$ cat config.mk
export PLATFORM = sky130hd
export DESIGN_NAME = link_packet_deframer_top
export DESIGN_NICKNAME = d
export VERILOG_FILES = /design/src/design/lpd_pkg.sv /design/src/design/lpd_classify.sv /design/src/design/lpd_sequencer.sv /design/src/design/lpd_result_queue.sv /design/src/design/link_packet_deframer_top.sv
export SDC_FILE = /design/constraint.sdc
export NUM_CORES = 1
export LEC_CHECK = 0
export BUFFER_PORTS_ARGS = -buffer_cell sky130_fd_sc_hd__buf_2
export CAP_MARGIN = 20
export CORE_ASPECT_RATIO = 0.9
export CORE_MARGIN = 5
export CORE_UTILIZATION = 42
export CTS_BUF_LIST = sky130_fd_sc_hd__clkbuf_8 sky130_fd_sc_hd__clkbuf_16
export DETAILED_ROUTE_END_ITERATION = 8
export PLACE_DENSITY = 0.7
export REMOVE_ABC_BUFFERS = 1
export SYNTH_ARGS = -nofsm -noshare
export SYNTH_HDL_FRONTEND = slang
export SYNTH_SLANG_ARGS = --single-unit
$ cat constraint.sdc
create_clock -name clock -period 5 [get_ports clock]
set_clock_uncertainty 0.1 [all_clocks]
set_input_delay 0.5 -clock clock [delete_from_list [all_inputs] [get_ports clock]]
set_output_delay 0.5 -clock clock [all_outputs]
set_load 0.02 [all_outputs]
$ cat src/design/lpd_pkg.sv
// Shared types, constants and lookup tables for the link packet deframer.
// Used by the classifier, the sequencer, the result queue, the top level and the checker.
// No dependencies.
`timescale 1ns / 1ps
`default_nettype none

package lpd_pkg;

   // Default depth of the result queue. It must be a power of two, at least 2.
   localparam int LPD_QUEUE_DEPTH = 4;

   // Table sizes.
   localparam int N_MACHINE = 20;
   localparam int N_COMMAND = 18;

   // Machine ids at this table position and above talk from calculator to host.
   localparam int MID_UPLINK_FIRST = 10;

   // Special byte values.
   localparam logic [7:0] MARKER_BYTE  = 8'h98;
   localparam logic [7:0] RESYNC_CMD_A = 8'h15;
   localparam logic [7:0] RESYNC_CMD_B = 8'h56;

   // Result kinds.
   localparam logic [2:0] KIND_MID    = 3'd0;
   localparam logic [2:0] KIND_CMD    = 3'd1;
   localparam logic [2:0] KIND_LEN_LO = 3'd2;
   localparam logic [2:0] KIND_LEN_HI = 3'd3;
   localparam logic [2:0] KIND_DATA   = 3'd4;
   localparam logic [2:0] KIND_CHK_LO = 3'd5;
   localparam logic [2:0] KIND_CHK_HI = 3'd6;
   localparam logic [2:0] KIND_ERROR  = 3'd7;

   // Error codes.
   localparam logic [1:0] ERR_NONE        = 2'd0;
   localparam logic [1:0] ERR_UNKNOWN_MID = 2'd1;
   localparam logic [1:0] ERR_UNKNOWN_CMD = 2'd2;

   // Machine id table, searched first match.
   localparam logic [7:0] MID_TABLE [N_MACHINE] = '{
      8'h00, 8'h02, 8'h03, 8'h05, 8'h06, 8'h07, 8'h08, 8'h08, 8'h09, 8'h23,
      8'h00, 8'h82, 8'h83, 8'h85, 8'h86, 8'h74, 8'h98, 8'h88, 8'h89, 8'h73
   };

   // Command id table, searched first match.
   localparam logic [7:0] CID_TABLE [N_COMMAND] = '{
      8'h06, 8'h09, 8'h15, 8'h2d, 8'h36, 8'h47, 8'h56, 8'h5A, 8'h68,
      8'h6D, 8'h74, 8'h78, 8'h87, 8'h88, 8'h92, 8'hA2, 8'hB7, 8'hC9
   };

   // Commands that are followed by data and a checksum.
   localparam logic CID_HAS_DATA [N_COMMAND] = '{
      1'b1, 1'b0, 1'b1, 1'b0, 1'b1, 1'b1, 1'b0, 1'b0, 1'b0,
      1'b0, 1'b0, 1'b0, 1'b0, 1'b0, 1'b1, 1'b1, 1'b1, 1'b1
   };

   // One result item.
   typedef struct packed {
      logic [2:0] kind;
      logic [7:0] value;
      logic       direction;
      logic [4:0] command_index;
      logic       resync;
      logic [1:0] error_code;
      logic       last;
   } rsp_type;

   // Table lookups for one byte.
   typedef struct packed {
      logic       mid_hit;
      logic       mid_dir;
      logic       cid_hit;
      logic [4:0] cid_idx;
      logic       cid_data;
   } class_type;

   // Up to two results written into the queue in one transfer.
   typedef struct packed {
      logic [1:0] count;
      rsp_type    first;
      rsp_type    second;
   } push_type;

   function automatic rsp_type make_rsp(input logic [2:0] kind, input logic [7:0] value,
                                        input logic dir, input logic [4:0] cmd,
                                        input logic rs, input logic [1:0] err,
                                        input logic last);
      rsp_type r;
      r.kind          = kind;
      r.value         = value;
      r.direction     = dir;
      r.command_index = cmd;
      r.resync        = rs;
      r.error_code    = err;
      r.last          = last;
      return r;
   endfunction

endpackage

`default_nettype wire

$ cat src/design/lpd_classify.sv
// Byte classifier: first-match lookups of one byte in the machine and command tables.
// Depends on lpd_pkg.
`timescale 1ns / 1ps
`default_nettype none

module lpd_classify
   import lpd_pkg::*;
(
   input  wire logic [7:0] byte_value,
   output class_type       info
);

   // Scan from the top down so the lowest matching index wins.
   always_comb begin
      info = '0;
      for (int i = N_MACHINE - 1; i >= 0; i--) begin
         if (MID_TABLE[i] == byte_value) begin
            info.mid_hit = 1'b1;
            info.mid_dir = (i >= MID_UPLINK_FIRST);
         end
      end
      for (int j = N_COMMAND - 1; j >= 0; j--) begin
         if (CID_TABLE[j] == byte_value) begin
            info.cid_hit  = 1'b1;
            info.cid_idx  = 5'(j);
            info.cid_data = CID_HAS_DATA[j];
         end
      end
   end

endmodule

`default_nettype wire

$ cat src/design/lpd_sequencer.sv
// Packet sequencer: tracks the packet phase, holds back a data marker and emits
// zero, one or two results for each accepted byte. Depends on lpd_pkg.
`timescale 1ns / 1ps
`default_nettype none

module lpd_sequencer
   import lpd_pkg::*;
(
   input  wire logic       clock,
   input  wire logic       reset,
   input  wire logic       accept,
   input  wire logic [7:0] byte_value,
   input  wire class_type  info,
   output push_type        push
);

   typedef enum logic [6:0] {
      PH_MID   = 7'b0000001,
      PH_CID   = 7'b0000010,
      PH_LENLO = 7'b0000100,
      PH_LENHI = 7'b0001000,
      PH_DATA  = 7'b0010000,
      PH_CHKLO = 7'b0100000,
      PH_CHKHI = 7'b1000000
   } phase_type;

   phase_type   phase_ff, phase_in;
   logic        dir_ff, dir_in;
   logic [4:0]  cmd_ff, cmd_in;
   logic        data_ff, data_in;
   logic [7:0]  len_lo_ff, len_lo_in;
   logic [15:0] remain_ff, remain_in;
   logic        pending_ff, pending_in;
   logic        halted_ff, halted_in;

   logic        resync_byte;
   logic        take_byte;
   logic        byte_vld;
   rsp_type     byte_res;
   logic [15:0] remain_dec;
   logic [15:0] length_full;

   assign resync_byte = pending_ff && (byte_value == RESYNC_CMD_A || byte_value == RESYNC_CMD_B);
   assign take_byte   = accept && !halted_ff && !resync_byte;
   assign remain_dec  = remain_ff - 16'd1;
   assign length_full = {byte_value, len_lo_ff};

   // Next state and the results of one byte.
   always_comb begin
      phase_in   = phase_ff;
      dir_in     = dir_ff;
      cmd_in     = cmd_ff;
      data_in    = data_ff;
      len_lo_in  = len_lo_ff;
      remain_in  = remain_ff;
      pending_in = pending_ff;
      halted_in  = halted_ff;
      byte_vld   = 1'b0;
      byte_res   = '0;
      push       = '0;

      // Normal handling of the byte in its own phase.
      if (take_byte) begin
         pending_in = 1'b0;
         byte_vld   = 1'b1;
         case (phase_ff)
            PH_MID: begin
               if (!info.mid_hit) begin
                  byte_res  = make_rsp(KIND_ERROR, byte_value, 1'b0, 5'd0, 1'b0,
                                       ERR_UNKNOWN_MID, 1'b0);
                  halted_in = 1'b1;
               end else begin
                  byte_res = make_rsp(KIND_MID, byte_value, info.mid_dir, 5'd0, 1'b0,
                                      ERR_NONE, 1'b0);
                  dir_in   = info.mid_dir;
                  cmd_in   = 5'd0;
                  phase_in = PH_CID;
               end
            end
            PH_CID: begin
               if (!info.cid_hit) begin
                  byte_res  = make_rsp(KIND_ERROR, byte_value, dir_ff, 5'd0, 1'b0,
                                       ERR_UNKNOWN_CMD, 1'b0);
                  halted_in = 1'b1;
               end else begin
                  byte_res = make_rsp(KIND_CMD, byte_value, dir_ff, info.cid_idx, 1'b0,
                                      ERR_NONE, 1'b0);
                  cmd_in   = info.cid_idx;
                  data_in  = info.cid_data;
                  phase_in = PH_LENLO;
               end
            end
            PH_LENLO: begin
               byte_res  = make_rsp(KIND_LEN_LO, byte_value, dir_ff, cmd_ff, 1'b0,
                                    ERR_NONE, 1'b0);
               len_lo_in = byte_value;
               phase_in  = PH_LENHI;
            end
            PH_LENHI: begin
               byte_res  = make_rsp(KIND_LEN_HI, byte_value, dir_ff, cmd_ff, 1'b0,
                                    ERR_NONE, !data_ff);
               remain_in = length_full;
               if (!data_ff) begin
                  phase_in = PH_MID;
               end else if (length_full == 16'd0) begin
                  phase_in = PH_CHKLO;
               end else begin
                  phase_in = PH_DATA;
               end
            end
            PH_DATA: begin
               remain_in = remain_dec;
               if (remain_dec == 16'd0) begin
                  phase_in = PH_CHKLO;
               end
               // A marker is held until the next byte shows what it means.
               if (byte_value == MARKER_BYTE) begin
                  pending_in = 1'b1;
                  byte_vld   = 1'b0;
               end else begin
                  byte_res = make_rsp(KIND_DATA, byte_value, dir_ff, cmd_ff, 1'b0,
                                      ERR_NONE, 1'b0);
               end
            end
            PH_CHKLO: begin
               byte_res = make_rsp(KIND_CHK_LO, byte_value, dir_ff, cmd_ff, 1'b0,
                                   ERR_NONE, 1'b0);
               phase_in = PH_CHKHI;
            end
            PH_CHKHI: begin
               byte_res = make_rsp(KIND_CHK_HI, byte_value, dir_ff, cmd_ff, 1'b0,
                                   ERR_NONE, 1'b1);
               phase_in = PH_MID;
            end
            default: begin
               byte_vld = 1'b0;
               phase_in = PH_MID;
            end
         endcase
      end

      // Put the results in order for the queue.
      if (accept && !halted_ff) begin
         if (resync_byte) begin
            // The held marker opens a new header and this byte is its command.
            push.count  = 2'd2;
            push.first  = make_rsp(KIND_MID, MARKER_BYTE, 1'b1, 5'd0, 1'b1, ERR_NONE, 1'b0);
            push.second = make_rsp(KIND_CMD, byte_value, 1'b1, info.cid_idx, 1'b0,
                                   ERR_NONE, 1'b0);
            pending_in  = 1'b0;
            dir_in      = 1'b1;
            cmd_in      = info.cid_idx;
            data_in     = info.cid_data;
            phase_in    = PH_LENLO;
         end else if (pending_ff) begin
            // The held marker was plain data.
            push.count  = byte_vld ? 2'd2 : 2'd1;
            push.first  = make_rsp(KIND_DATA, MARKER_BYTE, dir_ff, cmd_ff, 1'b0,
                                   ERR_NONE, 1'b0);
            push.second = byte_res;
         end else begin
            push.count = {1'b0, byte_vld};
            push.first = byte_res;
         end
      end
   end

   // State registers.
   always_ff @(posedge clock) begin
      if (reset) begin
         phase_ff   <= PH_MID;
         dir_ff     <= 1'b0;
         cmd_ff     <= 5'd0;
         data_ff    <= 1'b0;
         len_lo_ff  <= 8'd0;
         remain_ff  <= 16'd0;
         pending_ff <= 1'b0;
         halted_ff  <= 1'b0;
      end else begin
         phase_ff   <= phase_in;
         dir_ff     <= dir_in;
         cmd_ff     <= cmd_in;
         data_ff    <= data_in;
         len_lo_ff  <= len_lo_in;
         remain_ff  <= remain_in;
         pending_ff <= pending_in;
         halted_ff  <= halted_in;
      end
   end

endmodule

`default_nettype wire

$ cat src/design/lpd_result_queue.sv
// Result queue: takes up to two results per cycle, hands out at most one per cycle.
// Depends on lpd_pkg.
`timescale 1ns / 1ps
`default_nettype none

module lpd_result_queue
   import lpd_pkg::*;
#(
   parameter int QUEUE_DEPTH = LPD_QUEUE_DEPTH
)
(
   input  wire logic     clock,
   input  wire logic     reset,
   input  wire push_type push,
   input  wire logic     pop,
   output logic          full,
   output logic          empty,
   output rsp_type       head
);

   localparam int PTR_W = $clog2(QUEUE_DEPTH);
   localparam int CNT_W = $clog2(QUEUE_DEPTH + 1);

   rsp_type             mem [QUEUE_DEPTH];
   logic [PTR_W-1:0]    wptr_ff, wptr_in;
   logic [PTR_W-1:0]    rptr_ff, rptr_in;
   logic [CNT_W-1:0]    count_ff, count_in;
   logic [PTR_W-1:0]    wptr_next;
   logic                rd;

   // Full leaves room for the two results one byte can cause.
   assign full      = (count_ff > CNT_W'(QUEUE_DEPTH - 2));
   assign empty     = (count_ff == '0);
   assign head      = mem[rptr_ff];
   assign rd        = pop && !empty;
   assign wptr_next = wptr_ff + 1'b1;

   // Pointer and fill count update.
   always_comb begin
      wptr_in  = wptr_ff + PTR_W'(push.count);
      rptr_in  = rptr_ff + PTR_W'(rd);
      count_in = count_ff + CNT_W'(push.count) - CNT_W'(rd);
   end

   always_ff @(posedge clock) begin
      if (reset) begin
         wptr_ff  <= '0;
         rptr_ff  <= '0;
         count_ff <= '0;
      end else begin
         wptr_ff  <= wptr_in;
         rptr_ff  <= rptr_in;
         count_ff <= count_in;
      end
   end

   // Storage writes.
   always_ff @(posedge clock) begin
      if (push.count != 2'd0) begin
         mem[wptr_ff] <= push.first;
      end
      if (push.count == 2'd2) begin
         mem[wptr_next] <= push.second;
      end
   end

endmodule

`default_nettype wire

$ cat src/design/link_packet_deframer_top.sv
// Link packet deframer, top level: byte classifier, packet sequencer and result queue.
// Depends on lpd_pkg, lpd_classify, lpd_sequencer and lpd_result_queue.
//
// The deframer takes one link byte per cycle and tags it as machine id, command,
// length, data, checksum or error. A byte is taken whenever the result queue has room
// for two results, so with a reader that pops every cycle the block sustains one byte
// per cycle; a byte after a held 0x98 marker can give two results, and the single
// read port of the result queue, one result per cycle, is what sets the long-run rate
// then. A result is registered in the result queue before it shows on the rsp_ ports.
// After an unknown machine or command id the block reports one error and then drops
// every byte, without results, until reset.
`timescale 1ns / 1ps
`default_nettype none

module link_packet_deframer_top
   import lpd_pkg::*;
#(
   parameter int QUEUE_DEPTH = LPD_QUEUE_DEPTH
)
(
   input  wire logic       clock,
   input  wire logic       reset,
   input  wire logic       push,
   output logic            full,
   input  wire logic [7:0] req_byte_value,
   output logic            empty,
   input  wire logic       pop,
   output logic [2:0]      rsp_kind,
   output logic [7:0]      rsp_value,
   output logic            rsp_direction,
   output logic [4:0]      rsp_command_index,
   output logic            rsp_resync,
   output logic [1:0]      rsp_error_code,
   output logic            rsp_last
);

   class_type info;
   push_type  push_q;
   rsp_type   head;
   logic      accept;

   assign accept = push && !full;

   // Table lookups.
   lpd_classify u_classify (
      .byte_value (req_byte_value),
      .info       (info)
   );

   // Packet phase tracking.
   lpd_sequencer u_sequencer (
      .clock      (clock),
      .reset      (reset),
      .accept     (accept),
      .byte_value (req_byte_value),
      .info       (info),
      .push       (push_q)
   );

   // Results waiting for transfer.
   lpd_result_queue #(
      .QUEUE_DEPTH (QUEUE_DEPTH)
   ) u_queue (
      .clock (clock),
      .reset (reset),
      .push  (push_q),
      .pop   (pop),
      .full  (full),
      .empty (empty),
      .head  (head)
   );

   assign rsp_kind          = head.kind;
   assign rsp_value         = head.value;
   assign rsp_direction     = head.direction;
   assign rsp_command_index = head.command_index;
   assign rsp_resync        = head.resync;
   assign rsp_error_code    = head.error_code;
   assign rsp_last          = head.last;

endmodule

`default_nettype wire

## Word-level counts from Yosys, hierarchy flattened

Memory sizes are Yosys's and may differ from the RTL's. A register that Yosys moved wholly into a read port is not among the register bits.
Index checks and enable logic that the tools add are counted.

- Add/subtract/negate cells: 6
- Magnitude comparators: 1
- Eq/ne operators: 44
- Reduce and logical (&&, ||, !) cells: 22
- Multiplexer cells: 88

Operators by type and width:

| cell | number |
|---|---|
| 7-bit two-way mux | 25 |
| 21-bit case mux with 7 select lines | 1 |
| 21-bit two-way mux | 5 |
| 8-bit == test (first input constant) | 12 |
| 44-bit two-way mux | 2 |
| 7-bit by 8-bit == test with 1-bit output (first input constant) | 8 |
| 7-bit case mux with 6 select lines | 1 |
| 2-bit two-way mux | 20 |
| 16-bit zero test | 2 |
| 16-bit case mux with 2 select lines | 1 |
| 5-bit two-way mux | 5 |
| 3-bit by 8-bit == test with 1-bit output (first input constant) | 3 |
| 6-bit by 8-bit == test with 1-bit output (first input constant) | 3 |
| 1-bit two-way mux | 23 |
| 23-bit two-way mux | 1 |
| 2-bit by 8-bit == test with 1-bit output (first input constant) | 2 |
| 4-bit by 8-bit == test with 1-bit output (first input constant) | 2 |
| 16-bit by 1-bit subtractor with 16-bit output (second input constant) | 1 |
| 5-bit case mux with 2 select lines | 1 |
| 5-bit by 8-bit == test with 1-bit output (first input constant) | 1 |
| 8-bit by 5-bit == test with 1-bit output (second input constant) | 1 |
| 8-bit by 7-bit == test with 1-bit output (second input constant) | 1 |
| 8-bit == test (second input constant) | 1 |
| 8-bit zero test | 1 |
| other kinds (25) | 38 |

- Bits in writable memories: 84
- Memories: 1
- Word-level logic and storage cells: 173
- Register bits after elaboration: 47

Memories:

| memory | words | bits a word | rd ports | clocked after memory_dff | write ports | line | source |
|---|---|---|---|---|---|---|---|
| u_queue.mem | 4 | 21 | 1 | 1 | 2 | lpd_result_queue.sv:24 | `rsp_type mem [QUEUE_DEPTH];` |

## Logic depth before layout (Yosys ltp)

- Word-level depth: 28
- Mapped depth: 17
- Gate-level depth less buffers: 15

## Hierarchy

Synthesis repeated with hierarchy kept, for this count alone.

- Cells, all modules: 748
- Area, all modules: 8368.0 sq um

By module, submodules not included:

| module | area each (sq um) | cells an instance | times used |
|---|---|---|---|
| lpd_result_queue | 4692.0 | 248 | 1 |
| lpd_sequencer | 3029.2 | 419 | 1 |
| lpd_classify | 633.1 | 80 | 1 |
| link_packet_deframer_top | 13.8 | 1 | 1 |

## Least setup slack after synthesis

No wires, ideal clock.

- Path type: input port to flip-flop
- Start: in req_byte_value[3]
- End: reg u_queue.count_ff[2]
- Arrival: 3.742 ns
- Data required time: 4.772 ns
- Setup time: 0.128 ns
- Stages: 16
- Slack: 1.030 ns
- Cell sequence: clkbuf_1 -> or4b_1 -> nor4b_2 -> o211ai_4 -> o21a_4 -> ha_1 -> and3_1 -> inv_1 -> ha_1 -> inv_1 -> ha_1 -> inv_1 -> fa_1 -> xnor2_1 -> xnor2_1 -> nor2_1

- Longest elaborated chain between the ends: 12
- Elaborated cells on any way between the ends: 16

RTL lines:

| element | line | source |
|---|---|---|
| from (decl) | link_packet_deframer_top.sv:25 | `input wire logic [7:0] req_byte_value,` |
| parallel branches: the longest is 8 deep, another holds 23-bit two-way mux | - |  |
| 44-bit two-way mux * | lpd_sequencer.sv:144 | `if (resync_byte) begin` |
| 44-bit two-way mux * | lpd_sequencer.sv:143 | `if (accept && !halted_ff) begin` |
| 3-bit by 2-bit adder with 3-bit output * | lpd_result_queue.sv:42 | `count_in = count_ff + CNT_W'(push.count) - CNT_W'(rd);` |
| 3-bit by 1-bit subtractor with 3-bit output * | lpd_result_queue.sv:42 |  |
| to (signal assigned) | lpd_result_queue.sv:53 | `count_ff <= count_in;` |
| to (decl) | lpd_result_queue.sv:27 | `logic [CNT_W-1:0] count_ff, count_in;` |

Every way passes the cells marked *.
A chain may end at the register's enable or synchronous reset.

==> impl_metrics.py <==
metrics = {
    "synthesis": {
        "yosysTopAreaCell": "edfxtp_1",
        "postSynthCellCount": 821,
        "ys_async_sr_fraction": 0,
        "synth_ff_type": "edfxtp_1",
        "yosys.cell_types.count": 84,
        "synthTopCellsByArea": "edfxtp_1 (31%), dfxtp_1 (13%), mux4_2 (6.1%), nor2_1 (5.2%), a21oi_1 (4.1%)",
        "seq_area_frac_synth": 0.440,
        "synth_edf_count": 80,
        "synth_top_area_share": 0.309,
        "avgSynthCellArea_um2": 9.47,
        "netlist_area_um2": 7780,
        "ys_ff_latch": 131,
        "yosysWarnings": 0,
    },
    "clock_network": {
        "numClockSinks": 131,
        "htree_num_levels": 4,
        "worstSkewPairLatency_ns": 0.43,
        "clockRootBuffer": "clkbuf_16",
        "cts_setup_buffers": 0,
        "cts_tree": "done",
        "cts_buffer_depth": 2,
        "cts_buffers": 17,
        "cts_resized": 0,
        "cts-hold-fix-buffers": 0,
        "clk_pin_slew_worst_paths_ns": 0.06,
    },
    "setup_path": {
        "cp_max_fo": 9,
        "worstPathArrival_ns": 4.22,
        "cp.required_ns": 5.19,
        "endpoint_kind": "flop",
        "crit_path_end": "u_queue.mem[0][15]",
        "start_kind": "flop",
        "timing.rr.end": "u_queue.mem[0][15]",
        "ff2ff_path_depth": 10,
        "reg2reg_setup_slack_ns": 0.97,
        "criticalPathCategory": "flop to flop",
        "r2r-start": "u_sequencer.phase_ff[1]",
        "crit_start": "u_sequencer.phase_ff[1]",
    },
    "timing": {
        "finalCriticalPeriod_ns": 4.03,
        "rsz0062_at_grt": "no",
        "drv_slew": 0,
        "max_freq_ghz": 0.248,
        "slew_headroom": 0.257,
        "finalSetupViolCount": 0,
        "worst_slew_pin_slew_ns": 1.10,
        "fin_crit_sh": 0.806,
        "fin_tns_setup_ns": 0,
        "finalHoldViolCount": 0,
        "fin_hold_ws_ns": 0.363,
    },
    "drt": {
        "drc": 0,
        "avgRoutedWirePerCell_um": 19.9,
        "viasPerCell": 6.11,
        "met1_length_um": 9580,
        "routed_wl_um": 21900,
        "drt_iter0_drc": 926,
        "ant_nets": 0,
        "first_pass_iters": 6,
        "wl_met2_um": 10100,
        "routed.top_layer": "met4",
        "wl_met3_um": 1890,
        "vias": 6704,
    },
    "pwr": {
        "power.density_nw_per_um2": 359,
        "peakVddDrop_v": 0.000250,
        "p_leak_nw": 2.85,
    },
    "placement": {
        "gp_congestion": 0.968,
        "io_buffers": 34,
        "placed_area_um2": 8210,
        "dp_hpwl_um": 15200,
    },
    "finish": {
        "nets": 860,
        "drive_above_1_share": 0.151,
        "post-route-cell-area_um2": 8800,
        "syn_to_final_growth_pct": 13.1,
        "most-common-layout-cells": "nor2_1 (108), edfxtp_1 (80), nand2_1 (73)",
        "antennaDiodeCount": 0,
        "layout_commonest_cell": "nor2_1",
    },
    "grt": {
        "grt_max_degree": 48,
        "grt_pass1_wl_um": 35000,
        "grt.total_usage": 0.205,
        "grt_overflow": 0,
        "antenna_found_initial": 0,
        "grt_pass1_vias": 6235,
    },
    "floorplanning": {
        "core-area_um2": 18300,
        "die_h_um": 139,
        "fp-row-count": 47,
        "die_w_um": 153,
        "dieArea_um2": 21300,
        "start_util": 0.425,
        "io_pins": 35,
    },
    "worst_hold_path": {
        "hold_class": "flop to flop",
    },
    "job": {
        "max-cap-violations": 0,
    },
    "outcome": {
        "status": "complete, no violations",
    },
}
[how the worst min path moves through the flow]
stage / start / to / slack, ns / cells past startpoint
2_1_floorplan: u_queue.mem[2][3] / u_queue.mem[2][3] / 0.33 / 2
3_3_place_gp: u_queue.mem[3][3] / u_queue.mem[3][3] / 0.34 / 2
3_5_place_dp: u_queue.mem[1][3] / u_queue.mem[1][3] / 0.35 / 2
4_1_cts: u_queue.mem[1][3] / u_queue.mem[1][3] / 0.36 / 2
5_1_grt: u_queue.mem[0][3] / u_queue.mem[0][3] / 0.38 / 2
6_report: u_queue.mem[1][3] / u_queue.mem[1][3] / 0.36 / 2
[state kept, by name, summed over array words and instances, names as in the netlist, 2 cells and up]
name	flops
u_queue.rptr_ff	2
u_sequencer.len_lo_ff	8
u_queue.mem	84
u_sequencer.remain_ff	16
u_sequencer.phase_ff	7
u_queue.wptr_ff	2
u_sequencer.cmd_ff	5
u_queue.count_ff	3
[cell type report]
type,instances,area [um^2]
Sequential cell,131,3420
Multi-Input combinational cell,621,4080
Inverter,14,52.6
Clock inverter,15,133
Fill cell,1667,9490
Tap cell,245,307
Clock buffer,17,425
Timing Repair Buffer,54,378
[power breakdown]
group          internal [mW]  total (mW)  switching (mW)
combinational          0.286       0.751           0.465
sequential              1.19        1.22          0.0332
clock                  0.685        1.18           0.500
[critical path, cell delays in order (launching register included)]
cell and delay [ns]:
dfxtp_1 0.38, or4_4 0.59, or4b_1 0.56, o211ai_4 0.33, o21a_4 0.21, ha_1 0.25, nor2b_1 0.17, o21a_1 0.22
nand3_1 0.35, o22ai_1 0.53, and2_1 0.19
[layer usage]
| layer | vias to the layer above | global-route usage |
|---|---|---|
| met4 | 0 | 0.0664 |
| met5 | - | 0 |
| met3 | 30 | 0.0384 |
| li1 | 3141 | - |
| met1 | 3199 | 0.294 |
| met2 | 334 | 0.315 |
[Yosys cell counts (all sizes together) (6+ instances only)]
master and count:
nand4 6, nor4b 6, a22o 9, buf 19, a31oi 7, nand2 74, nand3b 7, o21ai 50
o32ai 7, mux2i 6, a21oi 63, o31ai 6, ha 8, and2 23, inv 14, nor3 25
a22oi 6, nor4 8, dfxtp 51, nand2b 11, mux4 21, a21o 7, edfxtp 80, nor2b 11
nor2 110, o22ai 32, clkbuf 36, xnor2 13, nand3 18
[cells by family after synthesis]
kind of cell | synth area share
and+or+nand+nor | 0.227
AOI/OAI and AO/OA | 0.195
DFF | 0.440
buffers and inverters | 0.0354
muxes | 0.0685
xor gates and xnor gates | 0.0180
adders and majority gates | 0.0154
[stage by stage]
stage	utilization	power [mW]	setup slack, ns	std cells
2_1_floorplan	-	1.74	0.894	766
3_3_place_gp	0.449	1.98	0.706	1063
3_5_place_dp	0.449	1.99	0.659	1064
4_1_cts	0.479	3.17	1.01	1096
5_1_grt	0.481	3.29	0.767	1097
6_report	0.481	3.16	0.971	1097
(Power assumes the default switching activity.)
